$ cat config.mk
export PLATFORM = sky130hd
export DESIGN_NAME = cds_divider
export DESIGN_NICKNAME = d
export VERILOG_FILES = /design/src/hdl/cds_pkg.sv /design/src/hdl/cds_divider.sv
export SDC_FILE = /design/constraint.sdc
export NUM_CORES = 2
export LEC_CHECK = 0
export CAP_MARGIN = 20
export CORE_MARGIN = 2
export CORE_UTILIZATION = 60
export CTS_CLUSTER_SIZE = 10
export DETAILED_ROUTE_END_ITERATION = 10
export DONT_BUFFER_PORTS = 1
export GPL_TIMING_DRIVEN = 0
export PLACE_DENSITY = 0.76
export SETUP_SLACK_MARGIN = 0.5
export SYNTH_ARGS = -nofsm -noshare
export SYNTH_HDL_FRONTEND = slang
export SYNTH_SLANG_ARGS = --single-unit
$ cat constraint.sdc
create_clock -name clk -period 6.8 [get_ports clk]
set_input_delay 1.36 -clock clk [delete_from_list [all_inputs] [get_ports clk]]
set_output_delay 1.36 -clock clk [all_outputs]
set_load 0.005 [all_outputs]
$ cat src/hdl/cds_pkg.sv
// Shared constants and types of the concentric disk sampler.
// Used by every module of the block; depends on nothing else.
package cds_pkg;

    localparam int FRAC = 30;
    localparam int QUOT_BITS = FRAC + 1;
    localparam int DEF_SAMPLE_BITS = 16;
    localparam int DEF_COORD_BITS = 16;
    localparam logic [FRAC:0] ONE_Q = {1'b1, {FRAC{1'b0}}};
    localparam logic [FRAC-1:0] PIQ = 30'd843314857;
    localparam int DIV_STAGES = QUOT_BITS;
    localparam int SERIES_STEPS = 6;
    localparam int TRIG_STAGES = 2 + 3 * SERIES_STEPS;
    localparam int COS_DIV [SERIES_STEPS] = '{132, 90, 56, 30, 12, 2};
    localparam int SIN_DIV [SERIES_STEPS-1] = '{110, 72, 42, 20, 6};

    typedef enum logic [1:0] {
        WEDGE_E,
        WEDGE_N,
        WEDGE_W,
        WEDGE_S
    } wedge_t;

    typedef struct packed {
        logic   valid;
        logic   zero;
        logic   sneg;
        wedge_t wedge;
    } side_t;

endpackage

$ cat src/hdl/cds_divider.sv
// Pipelined restoring divider, one quotient bit per stage, giving the
// rounded local fraction nmag/r in Q.30. Depends on cds_pkg.
module cds_divider #(
    parameter int SAMPLE_BITS = cds_pkg::DEF_SAMPLE_BITS
) (
    input  logic                            clk,
    input  logic [SAMPLE_BITS:0]            r,
    input  logic [SAMPLE_BITS:0]            nmag,
    output logic [cds_pkg::QUOT_BITS-1:0]   quot
);

    localparam int RB = SAMPLE_BITS + 1;
    localparam int QB = cds_pkg::QUOT_BITS;
    localparam int NS = cds_pkg::DIV_STAGES;

    logic [RB-1:0] rem_in  [0:NS];
    logic [QB-1:0] low_in  [0:NS];
    logic [QB-1:0] q_in    [0:NS];
    logic [RB-1:0] d_in    [0:NS];

    assign rem_in[0] = nmag >> 1;
    assign low_in[0] = {nmag[0], cds_pkg::FRAC'(r >> 1)};
    assign q_in[0] = '0;
    assign d_in[0] = r;

    for (genvar i = 0; i < NS; i++)
    begin : g_stage
        logic [RB:0]   trial;
        logic [RB:0]   diff;
        logic          qbit;
        logic [RB-1:0] rem_reg;
        logic [QB-1:0] low_reg;
        logic [QB-1:0] q_reg;
        logic [RB-1:0] d_reg;

        always_comb
        begin
            trial = {rem_in[i], low_in[i][QB-1]};
            diff = trial - {1'b0, d_in[i]};
            qbit = (trial >= {1'b0, d_in[i]});
        end

        always_ff @(posedge clk)
        begin
            rem_reg <= qbit ? diff[RB-1:0] : trial[RB-1:0];
            low_reg <= {low_in[i][QB-2:0], 1'b0};
            q_reg <= {q_in[i][QB-2:0], qbit};
            d_reg <= d_in[i];
        end

        assign rem_in[i+1] = rem_reg;
        assign low_in[i+1] = low_reg;
        assign q_in[i+1] = q_reg;
        assign d_in[i+1] = d_reg;
    end

    assign quot = q_in[NS];

endmodule

* Yosys cells after proc, flatten, opt, wreduce, memory -nomap -nowiden
Index checks and enable logic that the tools add are counted.
Word-level totals: register bits after elaboration 1876, input port bits 35, output and inout bits 31, logic and storage cells 226
Operators by class: add/sub/neg operators 30, $lt $le $gt $ge 31, multiplexer cells 30
Operator list (number):
- 18-bit by 17-bit greater-or-equal comparator with 1-bit output | 30
- 17-bit 2-to-1 mux | 30
- 17-bit subtractor | 30
- 17-bit greater-or-equal comparator | 1

* Depth between registers and ports, before layout
depth in word-level cells 2, gate-level depth with buffers 14

* Least setup slack after synthesis
No wires, ideal clock.
path type input -> register, start point in r[1], end point reg g_stage[0].rem_reg[10], library setup time 129 ps, arrival time 3329 ps, data required time 6671 ps, slack 3342 ps, stages on the path 10, cell sequence inv_1 > ha_1 > nor2b_1 > o31a_1 > o31a_1 > o211ai_1 > a21oi_1 > o41ai_2 > clkbuf_1 > o21ai_0
On the way: cells in the longest elaborated chain, start to end 2, elaborated cells on any way between the ends 3, those cells by class 1 x add/sub; 1 x order compare; 1 x mux
RTL lines:
- from (decl) | RTL line cds_divider.sv:7 | input logic [SAMPLE_BITS:0] r,
- 17-bit subtractor / 17-bit greater-or-equal comparator (equally long branches) | RTL line cds_divider.sv:39, cds_divider.sv:40
- 17-bit 2-to-1 mux (*) | RTL line cds_divider.sv:45 | rem_reg <= qbit ? diff[RB-1:0] : trial[RB-1:0];
- to (signal assigned) | RTL line cds_divider.sv:45
- to (decl) | RTL line cds_divider.sv:31 | logic [RB-1:0] rem_reg;
Mark *: on every way between the ends. The rest lies on a longest branch, timed or not. A chain may end at the register's enable or synchronous reset.

* Worst setup path in the final report
start point reg g_stage[18].d_reg[12], end point reg g_stage[19].rem_reg[4]
On the way: cells in the longest elaborated chain, start to end 2
RTL lines:
- from (decl) | RTL line cds_divider.sv:34 | logic [RB-1:0] d_reg;
- from (signal assigned) | RTL line cds_divider.sv:48 | d_reg <= d_in[i];
- 18-bit by 17-bit greater-or-equal comparator with 1-bit output | RTL line cds_divider.sv:40 | qbit = (trial >= {1'b0, d_in[i]});
- 17-bit 2-to-1 mux | RTL line cds_divider.sv:45
- to (signal assigned) | RTL line cds_divider.sv:45
- to (decl) | RTL line cds_divider.sv:31
No other way between the ends.

==> impl_metrics.yaml <==
outcome:
  status: "complete, no violations"
route:
  vias_per_cell: 5.47
  routed_wirelength_mm: 123
  vias: 41651
  dr.pass1.iters: 5
  drt_iter0_drc: 2408
  ant_nets: 0
  route.detailed.drc: 0
  routedWlPerCell_um: 16.1
critical_path:
  critPathArrivalTime_ns: 4.25
  slowest_delay_ns: 0.53
  crit_buf_inv: 3
  worst-path-max-fanout: 10
  critPathLaunchType: "register"
  critPathRequiredTime_ns: 7.40
  path_cells: "inv_1 -> ha_1 -> inv_1 -> fa_1 -> a211o_1 -> o211ai_1 -> a211o_1 -> nor3b_2 -> a21oi_1 -> o21ai_1 -> clkbuf_1 -> o21ai_0"
  critPathSlowestCell: "o21ai_1"
  criticalPathCategory: "reg2reg"
  crit_family: "compound AO/OA/AOI/OAI gates"
  cp-end-kind: "register"
floorplanning:
  rows: 117
  die_x_um: 324
  pin_count: 66
  die_area_um2: 105000
  core_area_um2: 102000
  initial_core_util: 0.605
  dieHeight_um: 324
finish:
  diodes: 0
  area_delta_synth_final_pct: 10.6
  layout_common_cells: "dfxtp_1, inv_1, ha_1, a21oi_1, o21ai_0"
  drive_above_1_share: 0.0884
  final_common_cell: "dfxtp_1"
  nets: 6796
  largest_register_ffs: 510
cts:
  cts_tree: "built"
  cts_setup_buffers: 0
  clk_pin_slew_ns: 0.05
  clock_sinks: 1516
  cts_buffer_depth: 3
  post_cts_resized: 0
  holdBufCountCts: 0
  cts_inserted_buffers: 173
  root_buffer: "clkbuf_16"
  cts_max_level: 4
  clkLatencyLatePin_ns: 0.76
placement:
  gp_congestion: 0.934
  portBuffers: 0
  dp_hpwl_mm: 91.4
sta:
  tns_ns: 0
  period_needed_ns: 3.66
  setup_viol: 0
  worst_clock_skew_ns: 0.0268
  period_share: 0.538
  fmax_mhz: 274
  hold_ws_ns: 0.311
  maxSlewHeadroom: 0.413
  hold_viol: 0
  tightest_slew_ns: 0.873
  grt_setup_unrepaired: "false"
  maxSlewViolCount: 0
power:
  power_mw: 38.5
  peakVddDrop_mv: 0.356
  power.leakage_nw: 30.9
  power_density_nw_per_um2: 567
synthesis:
  synth-edff-count: 0
  synth-main-ff-cell: "dfxtp_1"
  avgSynthCellArea_um2: 10.2
  yosys_warnings: 0
  synth_seq_area_share: 0.494
  synth_area_um2: 61400
  syn_nets: 6620
  synth_cells: 6028
  synth-seq-cells: 1516
  synth_async_sr_flop_share: 0
  synth_cell_type_count: 94
flow_run:
  cap_violations: 0
global_routing:
  grt_use_total: 0.236
  grt_max_degree: 17
  grt_pass1_wl_mm: 202
  grt_pass1_vias: 41539
  grt_overflow: 0
  antenna_found_initial: 0
worst_hold_path:
  hp-class: "reg2reg"
==> routing by layer <==
layer / up-vias / global-route usage / part of all wire
li1: 21065 / - / -
met1: 19482 / 0.294 / 0.45
met2: 872 / 0.411 / 0.48
met3: 232 / 0.0411 / 0.045
met4: 0 / 0.0790 / 0.025
met5: - / 0 / 0
==> path summary, 6_finish.rpt <==
| kind | startpoint | endpoint | cells past startpoint | slack [ns] |
|---|---|---|---|---|
| worst max-delay path | g_stage[18].d_reg[12] | g_stage[19].rem_reg[4] | 12 | 3.14 |
| worst min-delay path | g_stage[27].q_reg[24] | g_stage[28].q_reg[25] | 0 | 0.31 |
| worst max register to register | g_stage[18].d_reg[12] | g_stage[19].rem_reg[4] | 12 | 3.14 |
| worst min register to register | g_stage[27].q_reg[24] | g_stage[28].q_reg[25] | 0 | 0.31 |
==> worst reg2reg max path, cell delays in order, from the launching register on <==
cell and delay (ns):
dfxtp_1 0.37, inv_1 0.15, ha_1 0.20, inv_1 0.06
fa_1 0.44, a211o_1 0.32, o211ai_1 0.19, a211o_1 0.23
nor3b_2 0.27, a21oi_1 0.11, o21ai_1 0.53, clkbuf_1 0.42
o21ai_0 0.23
==> power by group <==
part	internal, mW	switching, mW	total [mW]
registers	12.2	1.53	13.8
logic	7.72	8.98	16.7
clock network	4.68	3.35	8.03
==> layout make-up <==
| cell class | instances | area, um^2 |
|---|---|---|
| plain buffers | 75 | 358 |
| clock buffers | 195 | 4490 |
| clock inverters | 18 | 318 |
| fillers | 7908 | 33600 |
| inverters | 657 | 2470 |
| multi-input cells | 3780 | 28300 |
| flip-flops and latches | 1516 | 30300 |
| well taps | 1368 | 1710 |
| repair buffers | 1 | 5.00 |
==> synth_stat cells (all sizes together) (55+ instances only) <==
master	n	area, um^2
a211oi	63	483
inv	657	2470
a21oi	363	1830
nor2b	55	352
a31oi	60	382
a21o	135	1010
nand3	75	375
nand2b	68	425
o21a	84	631
nor2	338	1270
o21ai	381	1940
xnor2	232	2030
mux2	266	3020
nor3	77	385
ha	527	6590
nand2	320	1200
dfxtp	1516	30300
xor2	148	1300
==> per-stage QoR <==
stage / cell area, um^2 / setup WS (ns) / utilization / instances
2_1_floorplan: 61400 / 3.34 / - / 6028
3_3_place_gp: 63100 / 2.84 / 0.622 / 7396
3_5_place_dp: 63100 / 2.84 / 0.622 / 7396
4_1_cts: 68000 / 3.21 / 0.669 / 7609
5_1_grt: 68000 / 2.91 / 0.669 / 7610
6_report: 68000 / 3.14 / 0.669 / 7610
==> logic make-up after synthesis <==
logic type / synth area share
and+or+nand+nor: 0.0908
muxes: 0.0527
AOI/OAI and AO/OA: 0.145
adders and majority gates: 0.117
xor gates and xnor gates: 0.0542
DFF: 0.494
buffers and inverters: 0.0460
Power figures use the tool's default switching activity.
