===== src/hdl/cds_pkg.sv =====
// Shared constants and types of the concentric disk sampler.
// Used by every module of the block; depends on nothing else.
package cds_pkg;

    localparam int FRAC = 30;
    localparam int QUOT_BITS = FRAC + 1;
    localparam int DEF_SAMPLE_BITS = 16;
    localparam int DEF_COORD_BITS = 16;
    localparam logic [FRAC:0] ONE_Q = {1'b1, {FRAC{1'b0}}};
    localparam logic [FRAC-1:0] PIQ = 30'd843314857;
    localparam int DIV_STAGES = QUOT_BITS;
    localparam int SERIES_STEPS = 6;
    localparam int TRIG_STAGES = 2 + 3 * SERIES_STEPS;
    localparam int COS_DIV [SERIES_STEPS] = '{132, 90, 56, 30, 12, 2};
    localparam int SIN_DIV [SERIES_STEPS-1] = '{110, 72, 42, 20, 6};

    typedef enum logic [1:0] {
        WEDGE_E,
        WEDGE_N,
        WEDGE_W,
        WEDGE_S
    } wedge_t;

    typedef struct packed {
        logic   valid;
        logic   zero;
        logic   sneg;
        wedge_t wedge;
    } side_t;

endpackage


===== src/hdl/cds_front.sv =====
// Input stage: maps samples to [-1,1), picks the wedge, radius and numerator.
// Depends on cds_pkg.
module cds_front #(
    parameter int SAMPLE_BITS = cds_pkg::DEF_SAMPLE_BITS
) (
    input  logic                   clk,
    input  logic                   rst_n,
    input  logic                   valid_in,
    input  logic [SAMPLE_BITS-1:0] u_first,
    input  logic [SAMPLE_BITS-1:0] u_second,
    output cds_pkg::side_t         side_reg,
    output logic [SAMPLE_BITS:0]   r_reg,
    output logic [SAMPLE_BITS:0]   nmag_reg
);

    logic signed [SAMPLE_BITS+1:0] sx, sy, nsx, nsy, rv, numv, nnum;
    logic [SAMPLE_BITS:0]          nmag;
    cds_pkg::wedge_t               wedge;
    cds_pkg::side_t                side_next;

    always_comb
    begin
        sx = $signed({1'b0, u_first, 1'b0}) - $signed({2'b01, {SAMPLE_BITS{1'b0}}});
        sy = $signed({1'b0, u_second, 1'b0}) - $signed({2'b01, {SAMPLE_BITS{1'b0}}});
        nsx = -sx;
        nsy = -sy;
        if (sx >= nsy)
        begin
            if (sx > sy)
            begin
                rv = sx;
                numv = sy;
                wedge = cds_pkg::WEDGE_E;
            end
            else
            begin
                rv = sy;
                numv = nsx;
                wedge = cds_pkg::WEDGE_N;
            end
        end
        else
        begin
            if (sx <= sy)
            begin
                rv = nsx;
                numv = nsy;
                wedge = cds_pkg::WEDGE_W;
            end
            else
            begin
                rv = nsy;
                numv = sx;
                wedge = cds_pkg::WEDGE_S;
            end
        end
        nnum = -numv;
        nmag = numv[SAMPLE_BITS+1] ? nnum[SAMPLE_BITS:0] : numv[SAMPLE_BITS:0];
        side_next.valid = valid_in;
        side_next.zero = (sx == '0) && (sy == '0);
        side_next.sneg = numv[SAMPLE_BITS+1];
        side_next.wedge = wedge;
    end

    always_ff @(posedge clk or negedge rst_n)
    begin
        if (!rst_n)
        begin
            side_reg <= '0;
        end
        else
        begin
            side_reg <= side_next;
        end
    end

    always_ff @(posedge clk)
    begin
        r_reg <= rv[SAMPLE_BITS:0];
        nmag_reg <= nmag;
    end

endmodule


===== config.mk =====
export PLATFORM = sky130hd
export DESIGN_NAME = cds_front
export DESIGN_NICKNAME = d
export VERILOG_FILES = /design/src/hdl/cds_pkg.sv /design/src/hdl/cds_front.sv
export SDC_FILE = /design/constraint.sdc
export NUM_CORES = 1
export LEC_CHECK = 0
export BUFFER_PORTS_ARGS = -buffer_cell sky130_fd_sc_hd__buf_2
export CAP_MARGIN = 20
export CORE_UTILIZATION = 51
export CTS_CLUSTER_DIAMETER = 40
export DETAILED_ROUTE_END_ITERATION = 6
export PLACE_DENSITY = 0.77
export SYNTH_ARGS = -nofsm -noshare
export SYNTH_HDL_FRONTEND = slang
export SYNTH_SLANG_ARGS = --single-unit

===== constraint.sdc =====
create_clock -name clk -period 0.8 [get_ports clk]
set_clock_uncertainty 0.05 [all_clocks]
set_input_delay 0.04 -clock clk [delete_from_list [all_inputs] [get_ports clk]]
set_output_delay 0.04 -clock clk [all_outputs]
set_load 0.02 [all_outputs]

==> results of run 1 <==
## metrics by stage
stage | std cells | hold WS (ps) | cell area [um2] | utilization | setup TNS (ps)
after CTS | 873 | 42.98 | 6810 | 0.9389 | -105250
after detailed placement | 827 | -181.4 | 5793 | 0.7987 | -119680
after global placement | 827 | -184.3 | 5793 | 0.7987 | -115730
after floorplan | 488 | -305.6 | 4024 | - | -105590
## metal layers
layer,GRT overflow,track usage
met5,2,0.3312
met1,9,0.9048
met4,190,1.226
met3,13,0.7369
met2,662,1.449
## cells by family after synthesis
logic type | share of synthesized area
compound gates | 0.2868
buf+inv | 0.05441
flops | 0.2006
simple gates | 0.2491
fa+ha+maj | 0.1213
xor+xnor | 0.06621
mux | 0.02065
other cells | 0.0009823
## what timing repair did
item	4_1_cts
pin swaps	28
hold buffers	2
endpoints found under the hold margin	6
resized for setup	200
setup buffers	37
setup endpoints to repair	73
gates cloned	1
## cell usage after synthesis (all sizes together) (11+ instances only)
library cell	instances
a21oi	47
dfxtp	32
ha	37
inv	32
nand2	50
nand3	11
nand4	11
nor2	33
nor3	21
o21ai	41
o22ai	11
xnor2	21
==> metrics.md, run 1 <==
| Metric | Value |
|---|---|
| GPL Wtd Cong | just under 1 |
| Largest net degree at the start of global routing | 14 |
| # rows | 31 |
| GRT Residual Overflow | 876 |
| Yosys reg bits | 37 |
| CTS Buffer Depth | 2 |
| Die Ht | ~89 um |
| Synthesized area per cell | 7.839 um2 |
| Die Wd | 88.52 um |
| Last stage | 5_1_grt |
| Starting Density | 0.5263 |
| Ys flop type | dfxtp_1 |
| Total track usage | 1.047 |
| Post-Syn Area | ~0.0038 mm2 |
| Type of pin the worst path ends at | register input |
| # H-tree levels | 2 |
| Synth unique cells | between 80 and 90 |
| Cell taking the most area after synthesis | dfxtp_1 |
| Synth area leaders | dfxtp_1, ha_1, a21oi_1 |
| # clock sinks | 37 |
| Seq/Total Area, Yosys | 0.2006 |
| EDFF count, synth | 0 |
| Number of CTS-inserted buffers | 5 |
| Status | aborted with a tool error |
| Critical endpoint after global-route timing repair | nmag_reg[15]$_DFF_P_/D |
| Worst slack at placement | -3979 ps |
| Post-Syn Instances | about 490 |
| HPWL Detailed | 12570 um |
| Synthesis Warnings | 0 |
| Post-synth top area share | 0.1678 |
| Post-synth ARST share | 0.1351 |
| # IOs | between 70 and 80 |
| Port-buffer cells | between 70 and 80 |
| Tool error | [ERROR GRT-0232] Routing congestion too high. Check the congestion heatmap in the GUI. |
| Root buf cell | clkbuf_8 |
==> inputs of run 2 (changes only) <==
- CORE_UTILIZATION: 51 -> 40
- CTS_CLUSTER_DIAMETER: 40 -> unset
- PLACE_DENSITY: 0.77 -> unset
- PLACE_DENSITY_LB_ADDON: unset -> 0.15
- clock period: 0.8 -> 1 ns (I/O delays scaled with it)
==> run 2 against run 1 <==
Net effect: the flow now finishes, with violations (setup timing); synthesized cell count did not move; synthesized area did not move.
==> metrics.md, run 2 <==
| Metric | Value |
|---|---|
| Final #Nets | roughly 870 |
| Antenna diodes | 0 |
| Post-synth ARST share | 0.1351 |
| Crit path arrival time | ~4600 ps |
| Largest net degree at the start of global routing | 19 |
| First-pass GRT wire length | between 20000 and 25000 um |
| Final setup vio count | 36 |
| GPL Wtd Cong | around 0.94 |
| Worst-path clk slew | around 70 ps |
| Synthesized area per cell | between 7 and 8 um2 |
| Vias in the first global route | roughly 4700 |
| Synth area leaders | dfxtp_1, ha_1, a21oi_1 |
| Post-synth top area share | 0.1678 |
| # rows | 35 |
| RSZ-0062 raised after global routing | yes |
| Vias per std cell | between 5 and 6 |
| Count leader, synth | nand2_1 |
| Final WL | around 17000 um |
| Slew HR | 0.6633 |
| Starting Density | 0.4131 |
| Max_cap viols | 0 |
| Min Tclk post-route | roughly 4400 ps |
| # H-tree levels | 2 |
| Synth unique cells | 81 |
| Worst Setup Slack, final | -3411 ps |
| # IOs | 74 |
| CORE AREA | around 0.0092 mm2 |
| Number of CTS-inserted buffers | 5 |
| Die Ht | 99.69 um |
| Actual slew at the worst max-slew pin | between 500 and 600 ps |
| Initial antenna violation count | 1 |
| Hold Violations, Final | 0 |
| Critical path fanouts, max | 8 |
| Final critical-path share of the clock period | 4.411 |
| Most common cell after layout, fill and taps aside | buf_4 |
| Total track usage | 0.3181 |
| Layout cells sized above 1 | 0.5852 |
| DRC Markers | 0 |
| CTS Buffer Depth | 2 |
| Post-Syn Instances | slightly below 500 |
| TNS Setup | -103000 ps |
| EDFF count, synth | 0 |
| Status | finished with violations |
| Synth cell count leaders | nand2_1, a21oi_1, ha_1, o21ai_0, dfxtp_1 |
| Vias | 5203 |
| HPWL Detailed | between 10000 and 15000 um |
| Pwr dens | approximately 1400 mW/mm2 |
| # clock sinks | 37 |
| Root buf cell | clkbuf_8 |
| Hold Path Class | in2async |
| Final ANT Viol Nets | 0 |
| Yosys reg bits | 37 |
| Synthesis Warnings | 0 |
| CP startpoint kind | input port |
| Most frequent cells in the layout | buf_4, buf_2, buf_6, nand2_1, dfxtp_1 |
| Worst slack at placement | -3790 ps |
| Failing checks | setup timing |
| GRT Residual Overflow | 0 |
| Cell taking the most area after synthesis | dfxtp_1 |
| Critical Path End Type | flip-flop |
| Ys flop type | dfxtp_1 |
| Overall Power | between 9 and 10 mW |
| Worst Setup SP | u_second[2] |
| First DRT Iteration DRCs | 437 |
| Port-buffer cells | 71 |
| CTS tree | done |
| Post-Syn Area | about 0.0038 mm2 |
| Pre-antenna DRT Iters | 5 |
| Area grow syn2layout | 85.94% |
| Die Wd | 99.69 um |
| Die ar. | ~0.01 mm2 |
| WS Path Type | in2reg |
| Highest achievable clock rate | around 230 MHz |
| Worst vdd ir | 0.8093 mV |
| Leakage Power | 3.308 nW |
| Req. time, crit path | 1160 ps |
| Seq/Total Area, Yosys | 0.2006 |
| Fillers | roughly 660 |
| Count of final max-slew check failures | 0 |
| Wire length per cell | approximately 18 um |
-- run 2: routing by layer --
metal	up-vias	part of all wire	track usage
met5	-	0.00066	0
met4	2	0.026	0.09050
met3	48	0.073	0.02249
met2	291	0.47	0.5347
met1	2421	0.43	0.4359
li1	2441	-	-
-- run 2: how the worst max path moves through the flow --
stage	to	slack [ps]	depth (start not counted)
finish	nmag_reg[15]	-3410	21
CTS	nmag_reg[13]	-3370	20
global route	nmag_reg[15]	-3540	21
global placement	nmag_reg[14]	-3710	21
floorplan	nmag_reg[13]	-3400	17
detailed placement	nmag_reg[13]	-3790	20
-- run 2: stage by stage --
step	hold WS, ps	utilization	instances	cell area, um2
4_1_cts	61.87	0.7009	904	6476
2_1_floorplan	-295.6	-	488	4024
3_5_place_dp	-169.9	0.6310	857	5831
6_report	53.76	0.7682	927	7098
3_3_place_gp	-171.8	0.6310	857	5831
5_1_grt	66.94	0.7682	927	7098
-- run 2: cell families (layout without fill, tap and decap cells) --
logic type | Yosys count | count (layout) | synth area share
compound gates | 160 | 160 | 0.2868
xor+xnor | 28 | 28 | 0.06621
fa+ha+maj | 37 | 37 | 0.1213
buf+inv | 50 | 360 | 0.05441
flops | 37 | 37 | 0.2006
mux | 7 | 7 | 0.02065
other cells | 1 | 2 | 0.0009823
simple gates | 167 | 167 | 0.2491
-- run 2: worst max-delay path, stage by stage --
cell      delay, ps
buf_8           100
or4_4           550
nor2_4          130
nand2_2          80
or4_4           460
nor3_4          180
xnor2_2         180
ha_4            260
buf_6           120
and4_4          190
a211oi_4        270
nand4_1         220
buf_4           190
nand4_1          80
buf_4           200
o21ai_2          80
a221oi_2        300
nand2_1         150
or4_4           430
o21ai_2         160
xor2_1          170
-- run 2: power breakdown --
part / internal, mW / total [mW] / switching [mW]
Combinational: 3.04 / 6.53 / 3.49
Sequential: 1.99 / 2.09 / 0.0987
Clock: 0.482 / 0.992 / 0.510
-- run 2: area by class of cell --
type	count	area, um2	area share
clock buffers	6	72.57	0.01022
clock inverters	2	10.01	0.001410
inverters	32	125.1	0.01763
multi-input cells	401	3536	0.4981
flip-flops and latches	37	765.7	0.1079
well taps	129	161.4	0.02274
repair buffers	320	2427	0.3420
-- run 2: what timing repair did --
| item | in CTS | in global routing |
|---|---|---|
| gates resized for setup | 65 | 98 |
| endpoints found under the hold margin | 6 | 0 |
| pin swaps | 35 | 41 |
| buffers inserted | 39 | 29 |
| endpoints found under the setup margin | 36 | 36 |
| hold buffers | 2 | 0 |
(Power assumes the default switching activity.)
