<file path="config.mk">
export PLATFORM = sky130hd
export DESIGN_NAME = cds_scale
export DESIGN_NICKNAME = d
export VERILOG_FILES = /design/src/hdl/cds_pkg.sv /design/src/hdl/cds_scale.sv
export SDC_FILE = /design/constraint.sdc
export NUM_CORES = 2
export LEC_CHECK = 0
export BUFFER_PORTS_ARGS = -buffer_cell sky130_fd_sc_hd__buf_4
export CELL_PAD_IN_SITES_DETAIL_PLACEMENT = 1
export CELL_PAD_IN_SITES_GLOBAL_PLACEMENT = 1
export CORE_UTILIZATION = 46
export CTS_BUF_LIST = sky130_fd_sc_hd__clkbuf_4 sky130_fd_sc_hd__clkbuf_8
export DETAILED_ROUTE_END_ITERATION = 12
export GPL_ROUTABILITY_DRIVEN = 0
export PLACE_DENSITY = 0.9
export SLEW_MARGIN = 20
export SYNTH_ARGS = -nofsm -noshare
export SYNTH_HDL_FRONTEND = slang
export SYNTH_SLANG_ARGS = --single-unit
</file>
<file path="constraint.sdc">
create_clock -name clk -period 2.6 [get_ports clk]
set_clock_uncertainty 0.15 [all_clocks]
set_input_delay 0.26 -clock clk [delete_from_list [all_inputs] [get_ports clk]]
set_output_delay 0.26 -clock clk [all_outputs]
set_load 0.005 [all_outputs]
</file>
<file path="src/hdl/cds_pkg.sv">
// Shared constants and types of the concentric disk sampler.
// Used by every module of the block; depends on nothing else.
package cds_pkg;

    localparam int FRAC = 30;
    localparam int QUOT_BITS = FRAC + 1;
    localparam int DEF_SAMPLE_BITS = 16;
    localparam int DEF_COORD_BITS = 16;
    localparam logic [FRAC:0] ONE_Q = {1'b1, {FRAC{1'b0}}};
    localparam logic [FRAC-1:0] PIQ = 30'd843314857;
    localparam int DIV_STAGES = QUOT_BITS;
    localparam int SERIES_STEPS = 6;
    localparam int TRIG_STAGES = 2 + 3 * SERIES_STEPS;
    localparam int COS_DIV [SERIES_STEPS] = '{132, 90, 56, 30, 12, 2};
    localparam int SIN_DIV [SERIES_STEPS-1] = '{110, 72, 42, 20, 6};

    typedef enum logic [1:0] {
        WEDGE_E,
        WEDGE_N,
        WEDGE_W,
        WEDGE_S
    } wedge_t;

    typedef struct packed {
        logic   valid;
        logic   zero;
        logic   sneg;
        wedge_t wedge;
    } side_t;

endpackage

</file>
<file path="src/hdl/cds_scale.sv">
// Output stage: wedge rotation, radius scaling, rounding and saturation to
// signed Q1.(COORD_BITS-1). Depends on cds_pkg.
module cds_scale #(
    parameter int SAMPLE_BITS = cds_pkg::DEF_SAMPLE_BITS,
    parameter int COORD_BITS = cds_pkg::DEF_COORD_BITS
) (
    input  logic                          clk,
    input  logic                          rst_n,
    input  cds_pkg::side_t                side,
    input  logic [SAMPLE_BITS:0]          r,
    input  logic [cds_pkg::FRAC:0]        cm,
    input  logic [cds_pkg::FRAC:0]        sm,
    output logic                          done,
    output logic signed [COORD_BITS-1:0]  disk_x,
    output logic signed [COORD_BITS-1:0]  disk_y
);

    localparam int F = cds_pkg::FRAC;
    localparam int PW = SAMPLE_BITS + 1 + F + 1;
    localparam int SH = SAMPLE_BITS + 31 - COORD_BITS;
    localparam logic [PW:0] HALF = (PW+1)'(1) << (COORD_BITS - 1);
    localparam logic [PW:0] MAXP = HALF - (PW+1)'(1);

    logic [F:0]    magx, magy;
    logic          negx, negy;
    logic [PW-1:0] px_reg, py_reg;
    logic          negx_reg, negy_reg;
    logic          zero_reg;
    logic          valid_reg;
    logic [PW:0]   mx, my;
    logic signed [COORD_BITS-1:0] x_next, y_next;

    function automatic logic [COORD_BITS-1:0] sat(input logic [PW:0] m, input logic neg);
        logic [PW:0] nm;
        begin
            nm = ~m + (PW+1)'(1);
            if (neg)
                sat = (m >= HALF) ? HALF[COORD_BITS-1:0] : nm[COORD_BITS-1:0];
            else
                sat = (m > MAXP) ? MAXP[COORD_BITS-1:0] : m[COORD_BITS-1:0];
        end
    endfunction

    always_comb
    begin
        case (side.wedge)
            cds_pkg::WEDGE_E:
            begin
                magx = cm; negx = 1'b0; magy = sm; negy = side.sneg;
            end
            cds_pkg::WEDGE_N:
            begin
                magx = sm; negx = !side.sneg; magy = cm; negy = 1'b0;
            end
            cds_pkg::WEDGE_W:
            begin
                magx = cm; negx = 1'b1; magy = sm; negy = !side.sneg;
            end
            default:
            begin
                magx = sm; negx = side.sneg; magy = cm; negy = 1'b1;
            end
        endcase
        mx = ((PW+1)'(px_reg) + ((PW+1)'(1) << (SH - 1))) >> SH;
        my = ((PW+1)'(py_reg) + ((PW+1)'(1) << (SH - 1))) >> SH;
        x_next = zero_reg ? '0 : sat(mx, negx_reg);
        y_next = zero_reg ? '0 : sat(my, negy_reg);
    end

    always_ff @(posedge clk)
    begin
        px_reg <= PW'(r) * PW'(magx);
        py_reg <= PW'(r) * PW'(magy);
        negx_reg <= negx;
        negy_reg <= negy;
        zero_reg <= side.zero;
        disk_x <= x_next;
        disk_y <= y_next;
    end

    always_ff @(posedge clk or negedge rst_n)
    begin
        if (!rst_n)
        begin
            valid_reg <= 1'b0;
            done <= 1'b0;
        end
        else
        begin
            valid_reg <= side.valid;
            done <= valid_reg;
        end
    end

endmodule
</file>
==> results of run 1 <==
-- Yosys cell counts (14+ instances only) --
| cell type | instances | area share (%) |
|---|---|---|
| sky130_fd_sc_hd__mux2i_1 | 23 | 0.64 |
| sky130_fd_sc_hd__dfxtp_1 | 71 | 3.9 |
| sky130_fd_sc_hd__xnor2_1 | 44 | 1.1 |
| sky130_fd_sc_hd__and2_1 | 403 | 7.0 |
| sky130_fd_sc_hd__xor2_1 | 28 | 0.68 |
| sky130_fd_sc_hd__mux2_2 | 63 | 2.0 |
| sky130_fd_sc_hd__a21oi_1 | 122 | 1.7 |
| sky130_fd_sc_hd__fa_1 | 864 | 48 |
| sky130_fd_sc_hd__nand3_1 | 37 | 0.51 |
| sky130_fd_sc_hd__clkbuf_1 | 185 | 1.9 |
| sky130_fd_sc_hd__nor2_1 | 72 | 0.75 |
| sky130_fd_sc_hd__and3_1 | 23 | 0.40 |
| sky130_fd_sc_hd__nor3_1 | 14 | 0.19 |
| sky130_fd_sc_hd__ha_1 | 246 | 8.5 |
| sky130_fd_sc_hd__inv_1 | 1028 | 11 |
| sky130_fd_sc_hd__a31oi_1 | 15 | 0.26 |
| sky130_fd_sc_hd__a21o_1 | 40 | 0.83 |
| sky130_fd_sc_hd__o21ai_0 | 27 | 0.37 |
| sky130_fd_sc_hd__nand2_1 | 721 | 7.5 |
| sky130_fd_sc_hd__nand4_1 | 18 | 0.31 |
-- kinds of logic after synthesis --
kind of cell | count (synthesis) | share of synthesized area [%]
AO/OA/AOI/OAI | 264 | 4.534
XOR/XNOR | 72 | 1.746
adder cells (fa/ha/maj) | 1110 | 56.41
buffers and inverters | 1235 | 12.97
flip-flops | 73 | 4.074
multiplexers | 86 | 2.601
AND/OR/NAND/NOR | 1332 | 17.66
-- layer usage --
metal,GRT usage [%],GRT overflow
met5,42.31,0
met4,66.51,40
met1,65.56,1
met3,61.70,4
met2,81.62,56
-- timing repair --
action | CTS
hold buffers | 4
pin swaps | 136
setup buffers | 60
hold endpoints to repair | 6
resized for setup | 290
endpoints found under the setup margin | 68
gates cloned | 4
-- through the flow --
step           hold WS, ns  util, %  setup TNS [ns]
3_5_place_dp       -0.1057    54.31         -168.39
3_3_place_gp       -0.1078    54.31         -148.24
2_1_floorplan      -0.1856        -         -123.42
4_1_cts          0.0007610    56.74         -138.29
==> reports/metrics.yaml, run 1 <==
cts_root_buffer: "sky130_fd_sc_hd__clkbuf_8"
cts_buffer_depth: 2
overflow: 101
outcome: "did not finish"
unique_cell_type_count_in_the_yosys_netlist: 71
flow.stopped_at: "global routing"
start_util_pct: 46.55
number_of_global_route_vias_before_repair: 47650
postSynth.asyncResetShare_pct: 2.740
cts_num_sinks: 73
grt.total_usage_pct: 68.76
mappedNetlistArea_sq_mm: 0.03612
num_io_pins: 119
place_ws_ns: -4.930
num_rows: 102
synth.avg_cell_area_sq_um: 8.658
place_inst: 5629
error: "[ERROR GRT-0116] Global routing finished with congestion. Check the congestion regions in the DRC Viewer."
cts-htree-levels: 3
synth_ff_type: "sky130_fd_sc_hd__dfxtp_1"
synth_fp_nets: 5368
numCtsBuffers: 9
numPortBuffers: 118
post_synth_edffs: 0
postSynthRegisterBits: 73
floorplan.die.width_um: 282.2
placed_cell_area_sq_mm: 0.04214
synthCells: 4172
synth_warnings: 0
synth-seq-area-share_pct: 4.074
grt_first_pass_wirelength_um: 378100
hpwl_um: 129300
grt_start_max_net_pins: 32
die_height_um: 282.2
==> run 2, diff against run 1 <==
- CELL_PAD_IN_SITES_DETAIL_PLACEMENT: 1 -> not set
- CELL_PAD_IN_SITES_GLOBAL_PLACEMENT: 1 -> not set
- CORE_UTILIZATION: 46 -> 40
- CTS_BUF_LIST: sky130_fd_sc_hd__clkbuf_4 sky130_fd_sc_hd__clkbuf_8 -> not set
- PLACE_DENSITY: 0.9 -> not set
- PLACE_DENSITY_LB_ADDON: not set -> 0.15
- clock period: 2.6 -> 3.4 ns (I/O delays scaled with it)
==> run 2 against run 1 <==
  * The flow now finishes, with violations (negative setup slack)
  * Area after synthesis unchanged
  * Synthesized cell count is the same
==> reports/metrics.yaml, run 2 <==
outcome: "finished with violations"
failed_checks: "negative setup slack"
multi_input_comb_area_sq_mm: 0.03142
cts-htree-levels: 3  # unchanged
die_height_um: 302.5  # +7.2%
crit_arrival_ns: 6.60
numCtsBuffers: 9  # unchanged
num_rows: 109  # +6.9%
r2r_end: "disk_x[13]$_SDFF_PP0_"
rsz0062_at_grt: "true"
cts_num_sinks: 73  # unchanged
setup_slack_of_the_critical_path_after_layout_ns: -3.076
req_time_crit_path_ns: 3.52
slew-limit-headroom_pct: 34.96
clk_pin_slew_ns: 0.06
final.hold.worst_slack_ns: 0.08248
synth_warnings: 0  # unchanged
drt_pre_antenna_iters: 7
worst-r2r-cell-count: 10
nets: 5822
mappedNetlistArea_sq_mm: 0.03612  # unchanged
worst_hold_path_cell_count: 2
antenna_cells: 0
storage_cell_area_sq_mm: 0.001471
postSynth.asyncResetShare_pct: 2.740  # unchanged
finalCritPeriodShare_pct: 190.5
antenna_found_initial: 1
timing.hold.worst.class: "in2reg"
synth.top_cells.by_area: "sky130_fd_sc_hd__fa_1 48%, sky130_fd_sc_hd__inv_1 11%, sky130_fd_sc_hd__ha_1 8.5%"
drc_errors: 0
setup.worst_path.class: "in2reg"
start_kind: "primary input"
ys_top_cells_by_count: "1028 x sky130_fd_sc_hd__inv_1, 864 x sky130_fd_sc_hd__fa_1, 721 x sky130_fd_sc_hd__nand2_1, 403 x sky130_fd_sc_hd__and2_1, 246 x sky130_fd_sc_hd__ha_1"
antenna_left: 0
hpwl_um: 88510  # -32%
initialDrtViolationCount: 1532
design.core.area_sq_mm: 0.08892
synthCells: 4172  # unchanged
cts_tree: "done"
synth_fp_nets: 5368  # unchanged
mostFrequentLayoutCell: "sky130_fd_sc_hd__inv_1"
synth_top_cell_area_share_pct: 47.89  # unchanged
n_fill_cell: 8602
clk-insertion-delay-late_ns: 0.35
period_minus_slack_ns: 6.476
start_util_pct: 40.62  # -5.9 points
dr_vias_cell: 4.848
routed_wirelength_um: 103300
cts_buffer_depth: 2  # unchanged
grt_start_max_net_pins: 32
whs_endpoint: "negy_reg$_DFF_P_"
final_max_slew_viol_count: 0
overflow: 0
unique_cell_type_count_in_the_yosys_netlist: 71  # unchanged
netlist.top_cell.by_area: "sky130_fd_sc_hd__fa_1"
cts_root_buffer: "sky130_fd_sc_hd__clkbuf_16"
final_hold_viols: 0
post-synth-top-count-cell: "sky130_fd_sc_hd__inv_1"
post_synth_edffs: 0  # unchanged
floorplan.die.width_um: 302.5  # +7.2%
synth_ff_type: "sky130_fd_sc_hd__dfxtp_1"
final_layout_size_suffix_gt1_share_pct: 20.91
post-route-util_pct: 49.81
postSynthRegisterBits: 73  # unchanged
timing.fmax_ghz: 0.1544
critical_path.max_fanout: 8
ff2ff_setup_slack_ns: 0.55
hold_path_startpoint: "side[1]"
synth-seq-area-share_pct: 4.074  # unchanged
synth.avg_cell_area_sq_um: 8.658  # unchanged
die_area_sq_mm: 0.09151
tightest_slew_ns: 0.9743
max-cap-violations: 0
number_of_global_route_vias_before_repair: 30070
worstSetupEndpointType: "flip-flop"
worst_r2r_startpoint: "px_reg[31]$_DFF_P_"
grt.total_usage_pct: 23.63
mostFrequentLayoutCells: "996 x sky130_fd_sc_hd__inv_1, 834 x sky130_fd_sc_hd__fa_1, 711 x sky130_fd_sc_hd__nand2_1"
avgRoutedWirePerCell_um: 17.83
numPortBuffers: 118  # unchanged
num_io_pins: 119  # unchanged
grt_first_pass_wirelength_um: 166600
via_count: 28090
area_growth_pct: 22.61
setup_violations: 36
==> run 2: cell families after synthesis <==
group / after synthesis / share of synthesized area [%]
simple gates: 1332 / 17.66
buf+inv: 1235 / 12.97
fa+ha+maj: 1110 / 56.41
compound gates: 264 / 4.534
mux: 86 / 2.601
flops: 73 / 4.074
xor+xnor: 72 / 1.746
==> run 2: final cells by class <==
type	instances	share of cell area (%)
Clock inverter	5	0.2345
Clock buffer	10	0.5396
Multi-Input combinational cell	2867	70.95
Sequential cell	73	3.322
Timing Repair Buffer	647	12.95
Inverter	1028	8.713
Tap cell	1165	3.291
==> run 2: routing by layer <==
metal,vias up,share of wire (%),global-route usage [%]
met2,722,46,38.22
met1,14190,45,33.28
met5,-,0.013,0
met3,96,7.3,4.834
li1,13080,-,-
met4,2,1.8,3.661
==> run 2: timing repair <==
action | CTS | global route
gates resized for setup | 184 | 121
hold buffers | 3 | 0
gates cloned | 3 | 1
setup buffers | 39 | 20
setup endpoints to repair | 36 | 36
pin swaps | 106 | 111
endpoints found under the hold margin | 4 | 0
==> run 2: how the worst max path moves through the flow <==
stage / depth (start not counted) / start / endpoint / slack (ns)
floorplan: 23 / side[0] / py_reg[38]$_DFF_P_ / -2.96
global placement: 26 / side[0] / py_reg[38]$_DFF_P_ / -3.78
detailed placement: 25 / side[0] / px_reg[43]$_DFF_P_ / -3.79
CTS: 27 / side[0] / px_reg[47]$_DFF_P_ / -3.10
global route: 27 / side[0] / py_reg[42]$_DFF_P_ / -3.30
finish: 28 / side[0] / py_reg[42]$_DFF_P_ / -3.08
==> run 2: critical path: stages <==
cell	delay, ns
sky130_fd_sc_hd__buf_16	0.13
sky130_fd_sc_hd__buf_12	0.14
sky130_fd_sc_hd__buf_12	0.14
sky130_fd_sc_hd__buf_6	0.11
sky130_fd_sc_hd__mux2_4	0.36
sky130_fd_sc_hd__buf_6	0.16
sky130_fd_sc_hd__and2_4	0.13
sky130_fd_sc_hd__fa_1	0.51
sky130_fd_sc_hd__inv_2	0.05
sky130_fd_sc_hd__fa_1	0.50
sky130_fd_sc_hd__fa_1	0.54
sky130_fd_sc_hd__fa_1	0.57
sky130_fd_sc_hd__inv_2	0.04
sky130_fd_sc_hd__fa_1	0.54
sky130_fd_sc_hd__inv_2	0.05
sky130_fd_sc_hd__fa_2	0.53
sky130_fd_sc_hd__inv_2	0.05
sky130_fd_sc_hd__ha_4	0.15
sky130_fd_sc_hd__a21o_1	0.18
sky130_fd_sc_hd__buf_6	0.12
sky130_fd_sc_hd__nand3_2	0.06
sky130_fd_sc_hd__nand4b_1	0.13
sky130_fd_sc_hd__a22oi_2	0.25
sky130_fd_sc_hd__o31ai_4	0.10
sky130_fd_sc_hd__buf_4	0.14
sky130_fd_sc_hd__a22oi_2	0.24
sky130_fd_sc_hd__nor2b_2	0.19
sky130_fd_sc_hd__xnor2_1	0.12
==> run 2: metrics by stage <==
| step | instance area (sq um) | instances | TNS, ns | setup slack, ns |
|---|---|---|---|---|
| after global routing | 44290 | 5795 | -110.31 | -3.300 |
| after detailed placement | 42180 | 5721 | -129.94 | -3.794 |
| final | 44290 | 5795 | -104.09 | -3.076 |
| after CTS | 43670 | 5776 | -104.64 | -3.098 |
| after floorplan | 36810 | 4172 | -97.50 | -2.963 |
| after global placement | 42180 | 5721 | -129.90 | -3.784 |
Power of run 2 is left out: the tool's default activity adds up to more than one toggle a clock period on the data nets, which glitch-free logic cannot reach.
